===== config.mk =====
export PLATFORM = sky130hd
export DESIGN_NAME = aspect_ratio_run_scaler_top
export DESIGN_NICKNAME = d
export VERILOG_FILES = /design/src/rtl/arsc_pkg.sv /design/src/rtl/aspect_ratio_run_scaler_top.sv /design/src/rtl/arsc_queue.sv /design/src/rtl/arsc_front.sv /design/src/rtl/arsc_back.sv
export VERILOG_INCLUDE_DIRS = /design/src /design/src/rtl
export SDC_FILE = /design/constraint.sdc
export NUM_CORES = 1
export LEC_CHECK = 0
export BUFFER_PORTS_ARGS = -buffer_cell sky130_fd_sc_hd__buf_2
export CAP_MARGIN = 20
export CORE_MARGIN = 2
export CORE_UTILIZATION = 60
export CTS_BUF_LIST = sky130_fd_sc_hd__clkbuf_4 sky130_fd_sc_hd__clkbuf_8 sky130_fd_sc_hd__clkbuf_16
export DETAILED_ROUTE_END_ITERATION = 10
export GPL_ROUTABILITY_DRIVEN = 0
export PLACE_DENSITY_LB_ADDON = 0.3
export SYNTH_ARGS = -nofsm -noshare
export SYNTH_HDL_FRONTEND = slang
export SYNTH_SLANG_ARGS = --single-unit

===== constraint.sdc =====
create_clock -name clk -period 15.5 [get_ports clk]
set_input_delay 3.1 -clock clk [delete_from_list [all_inputs] [get_ports clk]]
set_output_delay 3.1 -clock clk [all_outputs]
set_load 0.02 [all_outputs]

===== src/rtl/aspect_ratio_run_scaler_top_macros.svh =====
// ----------------------------------------------------------------------------
// aspect ratio run scaler assertion macros
// concurrent assertion wrappers, compiled out for synthesis
// ----------------------------------------------------------------------------
`ifndef ASPECT_RATIO_RUN_SCALER_TOP_MACROS_SVH
`define ASPECT_RATIO_RUN_SCALER_TOP_MACROS_SVH
`ifndef SYNTHESIS
`define ARSC_ASSERT(lbl, prop) \
  lbl: assert property (@(posedge clk) disable iff (!rst_n) prop) \
    else $error("arsc assertion failed");
`define ARSC_ASSERT_STALL(lbl, cond, sig) \
  lbl: assert property (@(posedge clk) disable iff (!rst_n) (cond) |=> $stable(sig)) \
    else $error("arsc stall assertion failed");
`else
`define ARSC_ASSERT(lbl, prop)
`define ARSC_ASSERT_STALL(lbl, cond, sig)
`endif
`endif


===== src/rtl/arsc_pkg.sv =====
// ----------------------------------------------------------------------------
// arsc_pkg
// shared types and constants of the aspect ratio run scaler
// ----------------------------------------------------------------------------
package arsc_pkg;

  localparam int RUN_W    = 9;
  localparam int CHAR_W   = 7;
  localparam int CNT_W    = 10;
  localparam int RATIO_W  = 18;
  localparam int FRAC_MAX = 24;
  localparam int CFG_IDX_W = 2;
  localparam int CMD_DEPTH = 4;
  localparam int OUT_DEPTH = 4;

  typedef logic [1:0] dot_kind_t;

  localparam dot_kind_t KIND_WHITE = 2'd0;
  localparam dot_kind_t KIND_BLACK = 2'd1;
  localparam dot_kind_t KIND_EOL   = 2'd2;
  localparam dot_kind_t KIND_ALT   = 2'd3;

  localparam logic [CHAR_W-1:0] CH_SPACE = 7'd32;
  localparam logic [CHAR_W-1:0] CH_HASH  = 7'd35;
  localparam logic [CHAR_W-1:0] CH_OH    = 7'd79;
  localparam logic [CHAR_W-1:0] CH_LPAR  = 7'd40;
  localparam logic [CHAR_W-1:0] CH_RPAR  = 7'd41;
  localparam logic [CHAR_W-1:0] CH_NL    = 7'd10;

  localparam logic [CNT_W-1:0]   COUNT_MAX   = 10'd1023;
  localparam logic [RATIO_W-1:0] RATIO_RESET = 18'd108790;

  localparam logic [CFG_IDX_W-1:0] REG_ACCURATE = 2'd0;
  localparam logic [CFG_IDX_W-1:0] REG_RATIO    = 2'd1;

  // run end or blank line event from the classifier
  typedef struct packed {
    logic             nl_only;
    logic             first;
    logic             prev_black;
    logic             next_black;
    logic             eol;
    logic [RUN_W-1:0] run_len;
  } arsc_event_t;

  typedef struct packed {
    logic [CHAR_W-1:0] char_code;
    logic [CNT_W-1:0]  repeat_count;
  } arsc_slot_t;

  typedef struct packed {
    logic [CHAR_W-1:0] char_code;
    logic [CNT_W-1:0]  repeat_count;
    logic              last_of_burst;
  } arsc_result_t;

endpackage


===== src/rtl/aspect_ratio_run_scaler_top.sv =====
// ----------------------------------------------------------------------------
// aspect_ratio_run_scaler_top
// banner dot stream to scaled character runs
// ----------------------------------------------------------------------------
// Input is a queue side: drive in_dot_kind with in_push, an item is taken
// when in_full is low. Each dot is white, black or end of line. Results come
// out as a queue: while out_empty is low the oldest result (character, repeat
// count, last of burst flag) is on the out ports, and out_pop takes it.
// Registers are written through cfg_valid/cfg_ready (ready is always high);
// write them only while the block is idle, the block does not enforce it.
// One dot is taken per cycle while in_full is low. A dot that ends a run or a
// line gives zero to three results, which pass through the event queue, the
// multiply stage, the burst registers and the result queue. Results leave at
// one per cycle while out_pop is high, so the output port sets the pace.
// The classifier and the scaling pipeline are split by a 4 entry event queue,
// and a 4 entry result queue sits before the outputs; when the receiver
// stalls the queues fill and in_full rises. Reset clears all queues and
// state, sets compact style and the default ratio of 1.66.
// ----------------------------------------------------------------------------
module aspect_ratio_run_scaler_top
  import arsc_pkg::*;
#(
  parameter int MAX_RUN   = 255,
  parameter int FRAC_BITS = 16
) (
  input  logic                 clk,
  input  logic                 rst_n,
  input  logic                 in_push,
  input  logic [1:0]           in_dot_kind,
  output logic                 in_full,
  output logic                 out_empty,
  input  logic                 out_pop,
  output logic [CHAR_W-1:0]    out_char_code,
  output logic [CNT_W-1:0]     out_repeat_count,
  output logic                 out_last_of_burst,
  input  logic                 cfg_valid,
  output logic                 cfg_ready,
  input  logic [CFG_IDX_W-1:0] cfg_index,
  input  logic [RATIO_W-1:0]   cfg_data
);

  logic               accurate_r;
  logic [RATIO_W-1:0] ratio_r;

  logic         ev_push;
  arsc_event_t  ev_in;
  logic         cmd_full;
  logic         cmd_empty;
  arsc_event_t  ev_head;
  logic         ev_pop;
  logic         res_full;
  logic         res_push;
  arsc_result_t res_in;
  arsc_result_t res_head;

  assign cfg_ready = 1'b1;
  assign in_full   = cmd_full;

  always_ff @(posedge clk) begin
    if (!rst_n) begin
      accurate_r <= 1'b0;
      ratio_r    <= RATIO_RESET;
    end else if (cfg_valid) begin
      unique case (cfg_index)
        REG_ACCURATE: accurate_r <= cfg_data[0];
        REG_RATIO:    ratio_r    <= cfg_data;
        default: ;
      endcase
    end
  end

  arsc_front #(
    .MAX_RUN (MAX_RUN)
  ) u_front (
    .clk      (clk),
    .rst_n    (rst_n),
    .push     (in_push),
    .dot_kind (in_dot_kind),
    .q_full   (cmd_full),
    .ev_push  (ev_push),
    .ev       (ev_in)
  );

  arsc_queue #(
    .WIDTH ($bits(arsc_event_t)),
    .DEPTH (CMD_DEPTH)
  ) u_cmd_q (
    .clk     (clk),
    .rst_n   (rst_n),
    .push    (ev_push),
    .wr_data (ev_in),
    .full    (cmd_full),
    .pop     (ev_pop),
    .rd_data (ev_head),
    .empty   (cmd_empty)
  );

  arsc_back #(
    .FRAC_BITS (FRAC_BITS)
  ) u_back (
    .clk          (clk),
    .rst_n        (rst_n),
    .cfg_accurate (accurate_r),
    .cfg_ratio    (ratio_r),
    .ev_empty     (cmd_empty),
    .ev           (ev_head),
    .ev_pop       (ev_pop),
    .res_full     (res_full),
    .res_push     (res_push),
    .res          (res_in)
  );

  arsc_queue #(
    .WIDTH ($bits(arsc_result_t)),
    .DEPTH (OUT_DEPTH)
  ) u_out_q (
    .clk     (clk),
    .rst_n   (rst_n),
    .push    (res_push),
    .wr_data (res_in),
    .full    (res_full),
    .pop     (out_pop),
    .rd_data (res_head),
    .empty   (out_empty)
  );

  assign out_char_code     = res_head.char_code;
  assign out_repeat_count  = res_head.repeat_count;
  assign out_last_of_burst = res_head.last_of_burst;

endmodule


===== src/rtl/arsc_queue.sv =====
// ----------------------------------------------------------------------------
// arsc_queue
// small register based fifo with push/full and pop/empty sides
// ----------------------------------------------------------------------------
module arsc_queue #(
  parameter int WIDTH = 8,
  parameter int DEPTH = 4
) (
  input  logic             clk,
  input  logic             rst_n,
  input  logic             push,
  input  logic [WIDTH-1:0] wr_data,
  output logic             full,
  input  logic             pop,
  output logic [WIDTH-1:0] rd_data,
  output logic             empty
);

  localparam int AW = $clog2(DEPTH);
  localparam int CW = $clog2(DEPTH + 1);

  logic [WIDTH-1:0] mem_r [DEPTH];
  logic [AW-1:0]    wr_ptr_r;
  logic [AW-1:0]    rd_ptr_r;
  logic [CW-1:0]    cnt_r;
  logic             do_push;
  logic             do_pop;

  assign full    = (cnt_r == CW'(DEPTH));
  assign empty   = (cnt_r == '0);
  assign do_push = push && !full;
  assign do_pop  = pop && !empty;
  assign rd_data = mem_r[rd_ptr_r];

  always_ff @(posedge clk) begin
    if (!rst_n) begin
      wr_ptr_r <= '0;
      rd_ptr_r <= '0;
      cnt_r    <= '0;
    end else begin
      if (do_push) begin
        wr_ptr_r <= (wr_ptr_r == AW'(DEPTH - 1)) ? '0 : wr_ptr_r + 1'b1;
      end
      if (do_pop) begin
        rd_ptr_r <= (rd_ptr_r == AW'(DEPTH - 1)) ? '0 : rd_ptr_r + 1'b1;
      end
      if (do_push && !do_pop) begin
        cnt_r <= cnt_r + 1'b1;
      end else if (!do_push && do_pop) begin
        cnt_r <= cnt_r - 1'b1;
      end
    end
  end

  always_ff @(posedge clk) begin
    if (do_push) begin
      mem_r[wr_ptr_r] <= wr_data;
    end
  end

endmodule


===== src/rtl/arsc_front.sv =====
// ----------------------------------------------------------------------------
// arsc_front
// dot classifier: tracks the current run, emits run end and blank line events
// ----------------------------------------------------------------------------
module arsc_front
  import arsc_pkg::*;
#(
  parameter int MAX_RUN = 255
) (
  input  logic        clk,
  input  logic        rst_n,
  input  logic        push,
  input  dot_kind_t   dot_kind,
  input  logic        q_full,
  output logic        ev_push,
  output arsc_event_t ev
);

  dot_kind_t        kind;
  logic             accept;
  dot_kind_t        prev_r;
  dot_kind_t        prev_nxt;
  logic [RUN_W-1:0] run_len_r;
  logic [RUN_W-1:0] run_len_nxt;
  logic             line_first_r;
  logic             line_first_nxt;

  assign kind   = (dot_kind == KIND_ALT) ? KIND_EOL : dot_kind;
  assign accept = push && !q_full;

  always_comb begin
    prev_nxt       = prev_r;
    run_len_nxt    = run_len_r;
    line_first_nxt = line_first_r;
    ev_push        = 1'b0;
    ev.nl_only     = 1'b0;
    ev.first       = line_first_r;
    ev.prev_black  = (prev_r == KIND_BLACK);
    ev.next_black  = (kind == KIND_BLACK);
    ev.eol         = (kind == KIND_EOL);
    ev.run_len     = run_len_r;
    if (accept) begin
      priority if (kind == prev_r) begin
        if (kind == KIND_EOL) begin
          // blank line
          ev_push    = 1'b1;
          ev.nl_only = 1'b1;
        end else if (run_len_r < RUN_W'(MAX_RUN)) begin
          run_len_nxt = run_len_r + 1'b1;
        end
      end else if (prev_r == KIND_EOL) begin
        // first dot of a line, carry restarts at zero
        run_len_nxt    = RUN_W'(1);
        line_first_nxt = 1'b1;
        prev_nxt       = kind;
      end else begin
        ev_push        = 1'b1;
        line_first_nxt = 1'b0;
        run_len_nxt    = (kind == KIND_EOL) ? '0 : RUN_W'(1);
        prev_nxt       = kind;
      end
    end
  end

  always_ff @(posedge clk) begin
    if (!rst_n) begin
      prev_r       <= KIND_EOL;
      run_len_r    <= '0;
      line_first_r <= 1'b0;
    end else begin
      prev_r       <= prev_nxt;
      run_len_r    <= run_len_nxt;
      line_first_r <= line_first_nxt;
    end
  end

endmodule


===== src/rtl/arsc_back.sv =====
// ----------------------------------------------------------------------------
// arsc_back
// run scaling: multiply stage, carry and rounding stage, result burst emitter
// ----------------------------------------------------------------------------
`include "aspect_ratio_run_scaler_top_macros.svh"

module arsc_back
  import arsc_pkg::*;
#(
  parameter int FRAC_BITS = 16
) (
  input  logic               clk,
  input  logic               rst_n,
  input  logic               cfg_accurate,
  input  logic [RATIO_W-1:0] cfg_ratio,
  input  logic               ev_empty,
  input  arsc_event_t        ev,
  output logic               ev_pop,
  input  logic               res_full,
  output logic               res_push,
  output arsc_result_t       res
);

  localparam int PAD = FRAC_MAX - 16;
  localparam int SHR = FRAC_MAX - FRAC_BITS;
  localparam int RW  = FRAC_BITS + 2;
  localparam int PW  = RW + RUN_W;
  localparam int VW  = PW + 1;
  localparam int CW  = FRAC_BITS + 1;
  localparam int NW  = VW - FRAC_BITS;
  localparam longint unsigned ONE_L  = 64'd1 << FRAC_BITS;
  localparam longint unsigned T_HI_L = (64'd66666 * ONE_L + 64'd99999) / 64'd100000;
  localparam longint unsigned T_LO_L = (64'd33333 * ONE_L + 64'd99999) / 64'd100000;
  localparam logic [FRAC_BITS-1:0] T_HI = FRAC_BITS'(T_HI_L);
  localparam logic [FRAC_BITS-1:0] T_LO = FRAC_BITS'(T_LO_L);
  localparam logic [FRAC_BITS-1:0] HALF = FRAC_BITS'(ONE_L >> 1);

  logic [RATIO_W+PAD-1:0] ratio_wide;
  logic [RW-1:0]          ratio_s;

  // multiply stage
  logic              m_vld_r;
  arsc_event_t       m_ev_r;
  logic [PW-1:0]     m_prod_r;

  // rounding stage
  logic signed [CW-1:0] carry_r;
  logic signed [CW-1:0] carry_eff;
  logic signed [CW-1:0] carry_nxt;
  logic signed [VW-1:0] v;
  logic                 v_neg;
  logic [FRAC_BITS-1:0] frac;
  logic [NW-1:0]        n_int;
  logic [NW-1:0]        n_fin;
  logic [CNT_W-1:0]     cnt_sat;
  logic                 rnd_up;
  logic                 third;
  logic                 half_r;
  logic                 half_l;
  logic [CHAR_W-1:0]    run_ch;
  arsc_slot_t           slots [3];
  logic [1:0]           slot_n;
  logic                 a_load;

  // burst emitter
  arsc_slot_t b_slot_r [3];
  logic [1:0] b_cnt_r;

  assign ratio_wide = {cfg_ratio, {PAD{1'b0}}};
  assign ratio_s    = RW'(ratio_wide >> SHR);

  assign res_push = (b_cnt_r != 2'd0) && !res_full;
  assign res.char_code     = b_slot_r[0].char_code;
  assign res.repeat_count  = b_slot_r[0].repeat_count;
  assign res.last_of_burst = (b_cnt_r == 2'd1);

  assign a_load = m_vld_r && ((b_cnt_r == 2'd0) || ((b_cnt_r == 2'd1) && res_push));
  assign ev_pop = !ev_empty && (!m_vld_r || a_load);

  assign carry_eff = m_ev_r.first ? '0 : carry_r;
  assign v         = $signed({1'b0, m_prod_r}) + VW'(carry_eff);
  assign v_neg     = v[VW-1];
  assign frac      = v[FRAC_BITS-1:0];
  // a negative sum is above minus one, so its integer part is zero
  assign n_int     = v_neg ? '0 : {1'b0, v[VW-2:FRAC_BITS]};

  always_comb begin
    rnd_up = 1'b0;
    third  = 1'b0;
    if (!v_neg) begin
      if (cfg_accurate) begin
        rnd_up = (frac >= T_HI);
        third  = (frac >= T_LO) && (frac < T_HI);
      end else begin
        rnd_up = (frac >= HALF);
      end
    end
  end

  always_comb begin
    if (v_neg) begin
      carry_nxt = v[CW-1:0];
    end else if (rnd_up || third) begin
      carry_nxt = $signed({1'b1, frac});  // frac minus one
    end else begin
      carry_nxt = $signed({1'b0, frac});
    end
  end

  assign n_fin   = n_int + NW'(rnd_up);
  assign cnt_sat = (n_fin > NW'(COUNT_MAX)) ? COUNT_MAX : n_fin[CNT_W-1:0];
  assign half_r  = third && m_ev_r.prev_black;
  assign half_l  = third && !m_ev_r.prev_black && m_ev_r.next_black;
  assign run_ch  = !m_ev_r.prev_black ? CH_SPACE : (cfg_accurate ? CH_OH : CH_HASH);

  always_comb begin
    slots[0] = '0;
    slots[1] = '0;
    slots[2] = '0;
    slot_n   = 2'd0;
    if (m_ev_r.nl_only) begin
      slots[0] = '{char_code: CH_NL, repeat_count: CNT_W'(1)};
      slot_n   = 2'd1;
    end else begin
      if (n_fin != '0) begin
        slots[slot_n] = '{char_code: run_ch, repeat_count: cnt_sat};
        slot_n        = slot_n + 1'b1;
      end
      if (half_r || half_l) begin
        slots[slot_n] = '{char_code: half_r ? CH_RPAR : CH_LPAR, repeat_count: CNT_W'(1)};
        slot_n        = slot_n + 1'b1;
      end
      if (m_ev_r.eol) begin
        slots[slot_n] = '{char_code: CH_NL, repeat_count: CNT_W'(1)};
        slot_n        = slot_n + 1'b1;
      end
    end
  end

  always_ff @(posedge clk) begin
    if (!rst_n) begin
      m_vld_r <= 1'b0;
      b_cnt_r <= 2'd0;
      carry_r <= '0;
    end else begin
      if (ev_pop) begin
        m_vld_r <= 1'b1;
      end else if (a_load) begin
        m_vld_r <= 1'b0;
      end
      if (a_load) begin
        b_cnt_r <= slot_n;
        if (!m_ev_r.nl_only) begin
          carry_r <= carry_nxt;
        end
      end else if (res_push) begin
        b_cnt_r <= b_cnt_r - 1'b1;
      end
    end
  end

  always_ff @(posedge clk) begin
    if (ev_pop) begin
      m_ev_r   <= ev;
      m_prod_r <= PW'(ratio_s) * PW'(ev.run_len);
    end
    if (a_load) begin
      b_slot_r[0] <= slots[0];
      b_slot_r[1] <= slots[1];
      b_slot_r[2] <= slots[2];
    end else if (res_push) begin
      b_slot_r[0] <= b_slot_r[1];
      b_slot_r[1] <= b_slot_r[2];
    end
  end

  `ARSC_ASSERT_STALL(a_mul_hold, m_vld_r && !a_load, m_prod_r)
  `ARSC_ASSERT_STALL(a_burst_hold, (b_cnt_r != 2'd0) && res_full, b_cnt_r)
  `ARSC_ASSERT(a_blank_carry, (a_load && m_ev_r.nl_only) |=> $stable(carry_r))
  `ARSC_ASSERT(a_blank_one, (a_load && m_ev_r.nl_only) |=> (b_cnt_r == 2'd1))

endmodule


==> results of run 1 <==
cells by family (layout without fill, tap and decap cells):
family / after synthesis / after routing
buffers and inverters: 187 / 215
multiplexers: 45 / 45
flip-flops: 241 / 241
other: 2 / 2
XOR/XNOR: 54 / 54
AO/OA/AOI/OAI: 229 / 229
adder cells (fa/ha/maj): 211 / 211
AND/OR/NAND/NOR: 514 / 514
cells in the mapped netlist, drive strengths merged (3+ instances only):
cell type and count:
xnor2 30, a31oi 8, or2 4, o21a 4, fa 116, a21o 19
nor2 70, and3 10, nor3 23, or3 5, o211ai 11, a2111oi 5
buf 29, a211o 5, clkbuf 36, dfxtp 69, inv 121, mux4 30
nor2b 34, nand2b 19, o211a 3, and2 75, nand3 30, nand2 222
o31ai 3, o21ai 44, o21bai 3, mux2i 13, a21oi 69, nor3b 4
nand4 6, a21boi 26, xor2 24, ha 94, a211oi 6, edfxtp 172
routing by layer:
layer / vias to the layer above / wire [um]
li1: 5129 / -
met1: 5154 / 13580
met2: 288 / 15220
met3: 59 / 1731
met4: 0 / 705
met5: - / 0
worst paths after layout:
kind                                       endpoint  slack [ps]  depth (start not counted)
worst max-delay path            u_back.m_prod_r[25]        8600                         22
worst min-delay path              u_back.carry_r[1]         470                          2
worst max register to register  u_back.m_prod_r[25]        8600                         22
worst min register to register    u_back.carry_r[1]         470                          2
sequential cells by signal, summed over array words and instances, names as in the netlist, named ones only:
signal,flops
u_cmd_q.wr_ptr_r,2
accurate_r,1
u_back.b_cnt_r,2
u_out_q.mem_r,64
u_front.prev_r,2
u_cmd_q.mem_r,56
u_back.m_ev_r,5
u_out_q.rd_ptr_r,2
u_cmd_q.rd_ptr_r,2
u_out_q.cnt_r,3
u_cmd_q.cnt_r,3
ratio_r,18
u_back.b_slot_r,20
u_back.carry_r,17
u_back.m_vld_r,1
u_front.run_len_r,9
u_back.m_prod_r,27
u_out_q.wr_ptr_r,2
u_front.line_first_r,1
critical path, cell delays in order (launching register included):
cell and delay (ps):
dfxtp_1 920, mux4_2 800, nand2_1 170, fa_1 450, fa_1 510, inv_1 40
ha_1 270, inv_1 60, fa_1 590, inv_1 60, ha_1 280, a21o_1 150
a21oi_1 200, o21ai_0 100, a21oi_1 240, o21a_1 230, o21ai_0 200, a221oi_1 450
o21ai_0 270, nor3_1 250, o21bai_1 110, a21oi_1 180, xnor2_1 90
per-stage QoR:
stage	hold WS (ps)	setup WS [ps]	instance area, um^2
floorplan	438.9	8911	16090
global placement	450.9	8775	16490
detailed placement	457.2	8620	16520
CTS	468.8	8563	17330
global route	495.3	7945	17330
finish	465.5	8602	17330
cell usage in the layout (no fill, tap or decap), types with 22 or more instances in the layout:
cell       count
a21boi_0      26
a21oi_1       67
and2_1        74
buf_2         45
clkbuf_16     25
dfxtp_1       69
edfxtp_1     172
fa_1         116
ha_1          94
inv_1        121
mux4_2        30
nand2_1      222
nand3_1       29
nor2_1        69
nor2b_1       34
nor3_1        22
o21ai_0       40
xnor2_1       30
xor2_1        24
final cells by class:
class / count / area share, %
Clock inverter: 15 / 0.7004
Multi-Input combinational cell: 1055 / 51.00
Sequential cell: 241 / 37.78
Clock buffer: 31 / 3.942
Inverter: 122 / 2.643
Timing Repair Buffer: 47 / 1.523
Tap cell: 335 / 2.419
==> flow_summary.ini, run 1 <==
[clock_network]
cts_buffers = 25
cts_buffer_depth = 3
clk_transition_reported_paths_ps = 60
clk_latency_ps = 550
htreeDepth = 1
cts_tree = yes
cts.sinks = 241
cts-hold-fix-buffers = 0
cts_root_buffer = clkbuf_16
cts_setup_buffers = 0
ctsResizeCount = 0

[worst_setup_path]
required_ps = 15790
path_class = reg2reg
end_kind = flip-flop
crit_arrival_ps = 7190
cp-start-kind = flip-flop
critPathMaxFanout = 18

[logic_synthesis]
ys_top_cells_by_area = edfxtp_1 (32%), fa_1 (14%), dfxtp_1 (8.6%)
synth_edf_count = 172
syn-cell-area_um2 = 16090
synthSimpleGateAreaFrac_pct = 15.48
synth_seq_cells = 241
synth-warning-count = 0
synth-main-ff-cell = edfxtp_1
synth_area_per_cell_um2 = 10.85
synth-xor-area-share_pct = 2.939
synth_top_area_share_pct = 32.09
synth_compound_area_share_pct = 9.423
async_reset_ff_share_pct = 0
syn_nets = 1720
syn_inst = 1483
synth.distinct_cells = 74
yosysSeqAreaShare_pct = 40.68
post_synth_fa_ha_maj_area_fraction_pct = 21.81
synth_top_family_by_area = adder cells
synth_top_cell_by_area = edfxtp_1
muxShareOfSynthArea_pct = 5.147

[layout]
antenna_cells = 0
nets = 1729
area_growth_pct = 7.681
fin_util_pct = 66.13
seq_area_um2 = 6546
multi_input_area_um2 = 8837
drive_above_1_share_pct = 9.596
n_fill_cell = 1976
final_cell_count_no_fill = 1846

[timing]
setup_viol = 0
max_slew_margin_pct = 29.92
skew_ps = 13.90
finalSetupTns_ps = 0
fmax_mhz = 145.0
period_share_pct = 44.51
worst_pin_slew_ps = 1051
hold_viol = 0
maxSlewViolCount = 0
rsz0062_at_grt = no
fin_crit_ps = 6898

[routing]
wl_per_cell_um = 16.92
postRouteAntennaNets = 0
drc = 0
vias = 10630
dr.pass1.iters = 5
drtIter0Drc = 790
drt-total-wl_mm = 31.23
vias_per_cell = 5.758

[global_route]
use_met2_pct = 39.78
use_met3_pct = 3.103
antenna_found_initial = 0
grt_max_degree = 60
gr-usage-met1_pct = 30.24
grt_pass1_wl_mm = 52.76
grt_overflow = 0
grt_util_all_layers_pct = 22.93
grt-busiest-layer = met2
grt_pass1_vias = 11028

[place]
place_hpwl_mm = 22.95
dp_cells = 1800
io_buffers = 45

[die]
die_y_um = 167.8
start_util_pct = 61.41
die_area_um2 = 28150
rows = 59
die_x_um = 167.8
core_area_um2 = 26210
ios = 48

[status]
status = complete, no violations

[flow_run]
cap_violations = 0

[worst_hold_path]
min-delay-start = u_back.carry_r[1]
hold_class = reg2reg
Power of run 1 is not shown: default switching activity piles up to over one toggle a cycle in this logic, so the estimate is an artifact.
==> inputs of run 2 (changes only) <==
--- a/config.mk
+++ b/config.mk
@@ -6,10 +6,11 @@
 export SDC_FILE = /design/constraint.sdc
 export NUM_CORES = 1
 export LEC_CHECK = 0
+export ABC_AREA = 1
 export BUFFER_PORTS_ARGS = -buffer_cell sky130_fd_sc_hd__buf_2
 export CAP_MARGIN = 20
 export CORE_MARGIN = 2
-export CORE_UTILIZATION = 60
+export CORE_UTILIZATION = 58
 export CTS_BUF_LIST = sky130_fd_sc_hd__clkbuf_4 sky130_fd_sc_hd__clkbuf_8 sky130_fd_sc_hd__clkbuf_16
 export DETAILED_ROUTE_END_ITERATION = 10
 export GPL_ROUTABILITY_DRIVEN = 0
==> constraint.sdc (replaced) <==
create_clock -name clk -period 5.6 [get_ports clk]
set_input_delay 1.12 -clock clk [delete_from_list [all_inputs] [get_ports clk]]
set_output_delay 1.12 -clock clk [all_outputs]
set_load 0.02 [all_outputs]
==> run 2 against run 1 <==
Net effect:
- design area rose by 8.3%
- highest routed layer unchanged
- synthesized cell count increased by 32%
- largest cell class unchanged
- critical endpoint unchanged
- register-to-register slack got worse by 8400 ps
==> flow_summary.ini, run 2 <==
[global_route]
grt_overflow = 0
grt_pass1_wl_mm = 62.97
antenna_found_initial = 0
grt_util_all_layers_pct = 25.62
grt_pass1_vias = 12949
grt_max_degree = 45

[layout]
drive_above_1_share_pct = 11.45
largest_register_ffs = 64
nets = 2270
area_growth_pct = 11.90
final_cell_count_no_fill = 2437
n_fill_cell = 2249
antenna_cells = 0
fin_util_pct = 65.57
regMostFlops = u_out_q.mem_r
final_common_cell = nand2_1
layout_common_cells = nand2_1 (442), inv_1 (325), nor2_1 (203), edfxtp_1 (172), fa_1 (115)
top_regs = u_out_q.mem_r: 64 flops, u_cmd_q.mem_r: 56 flops, u_back.m_prod_r: 27 flops

[flow_run]
cap_violations = 0

[clock_network]
cts_buffer_depth = 3
cts_root_buffer = clkbuf_16
htreeDepth = 1
clk_latency_ps = 530
clk_transition_reported_paths_ps = 60
cts.sinks = 241
cts_buffers = 26
cts_tree = yes
cts-hold-fix-buffers = 0

[worst_setup_path]
path_class = reg2reg
cp-start-kind = flip-flop
worst_path_max_delay_cell = fa_1
worstPathCellList = buf_6 -> nand2_1 -> nand3_1 -> nand2_1 -> clkinvlp_4 -> buf_4 -> nand2_1 -> fa_1 -> inv_1 -> fa_1 -> fa_1 -> fa_1 -> ha_2 -> a21oi_2 -> o21a_1 -> o221ai_2 -> a21oi_2 -> nor3_1 -> nor2_1 -> o21ai_1 -> a21oi_1 -> nor2_1 -> nor2_1 -> xnor2_1
critPathMaxFanout = 18
end_kind = flip-flop
crit_arrival_ps = 5680
cp_slowest_stage_delay_ps = 550
crit_top_cell = fa_1
required_ps = 5880

[timing]
fmax_mhz = 185.3
worst_pin_slew_ps = 1004
max_slew_margin_pct = 32.98
period_share_pct = 96.38
maxSlewViolCount = 0
hold_viol = 0
fin_crit_ps = 5397
skew_ps = 16.34
holdWs_ps = 463.4
setup_viol = 0
finalSetupTns_ps = 0

[routing]
dr.pass1.iters = 6
vias_per_cell = 5.420
drc = 0
postRouteAntennaNets = 0
vias = 13208
wl_per_cell_um = 15.87
drt-total-wl_mm = 38.68
drtIter0Drc = 953

[logic_synthesis]
syn-cell-area_um2 = 16770
syn_nets = 2198
muxShareOfSynthArea_pct = 0
synth.distinct_cells = 46
async_reset_ff_share_pct = 0
yosysSeqAreaShare_pct = 39.03
synth-warning-count = 0
ys_top_cells_by_area = edfxtp_1 (31%), fa_1 (14%), nand2_1 (10%)
synth_common_cells = nand2_1 (448), inv_1 (331), nor2_1 (214)
syn_inst = 1961
synth-main-ff-cell = edfxtp_1
synth_seq_cells = 241
synth_top_family_by_area = adder cells
synth_top_cell_by_area = edfxtp_1
synth_edf_count = 172
synth_area_per_cell_um2 = 8.554
synthSimpleGateAreaFrac_pct = 20.55
yosysMostFrequentCell = nand2_1
post_synth_fa_ha_maj_area_fraction_pct = 20.86
synth_compound_area_share_pct = 8.422
synth-xor-area-share_pct = 2.193
synth_top_area_share_pct = 30.79

[die]
die_x_um = 174.1
die_y_um = 174.1
die_area_um2 = 30300
core_area_um2 = 28630
rows = 62
ios = 48
start_util_pct = 58.60

[place]
io_buffers = 45
dp_cells = 2378
place_hpwl_mm = 29.07

[worst_hold_path]
hold_class = reg2reg

[status]
status = complete, no violations
run 2: changes by cell type after synthesis, sizes merged, moves of 20 or more:
cell and change:
nand2 +237, inv +220, nor2 +155, and2 -70, o21ai +63, nand3 +54
a21oi +34, nor2b -34, mux4 -30, a21boi -25, o22ai +21, buf -20
run 2: final timing paths:
path / startpoint / to / slack, ps / depth (start not counted)
min: u_back.carry_r[0] / u_back.carry_r[0] / 460 / 2
max: flip-flop / u_back.m_prod_r[25] / 200 / 24
max reg2reg: flip-flop / u_back.m_prod_r[25] / 200 / 24
min reg2reg: u_back.carry_r[0] / u_back.carry_r[0] / 460 / 2
run 2: what timing repair did:
action / CTS / global route
gates resized for setup: 1 / 57
setup endpoints to repair: 1 / 24
cloned: 0 / 2
setup buffers: 0 / 8
pin swaps: 0 / 2
run 2: cell type report:
type                       count  area [um^2]  share of cell area [%]
sequential                   241         6546                   34.88
timing repair inverter         2        15.01                 0.07999
clock buffer                  33        726.9                   3.873
tap                          384        480.5                   2.560
timing repair buffer          90        594.3                   3.166
clock inverter                15        176.4                  0.9399
inverter                     344         1305                   6.953
multi-input combinational   1328         8925                   47.55
run 2: metal layers:
| metal | global-route usage, % | vias to the layer above | share of wire, % |
|---|---|---|---|
| met2 | 44.34 | 479 | 49 |
| met4 | 8.613 | 0 | 3.2 |
| met5 | 0 | - | 0 |
| li1 | - | 6398 | - |
| met1 | 33.60 | 6246 | 42 |
| met3 | 3.128 | 85 | 6.1 |
run 2: kinds of logic after synthesis:
kind of cell | after synthesis
and+or+nand+nor | 814
buffers and inverters | 392
AOI/OAI and AO/OA | 260
DFF | 241
adders and majority gates | 210
xor gates and xnor gates | 42
other | 2
run 2: critical path: cells and delay by family (launching register included):
kind | cells | cell delay, ps
adders and majority gates | 5 | 2370
AOI/OAI and AO/OA | 6 | 960
and+or+nand+nor | 8 | 780
buffers and inverters | 4 | 580
DFF | 1 | 380
xor gates and xnor gates | 1 | 70
run 2: per-stage QoR:
| step | setup WS (ps) | cell area (um^2) |
|---|---|---|
| global placement | 169.0 | 17570 |
| detailed placement | 25.77 | 17570 |
| global route | -89.16 | 18770 |
| CTS | 23.14 | 18480 |
| finish | 202.7 | 18770 |
| floorplan | 88.77 | 16770 |
Power of run 2 is left out for the same reason.
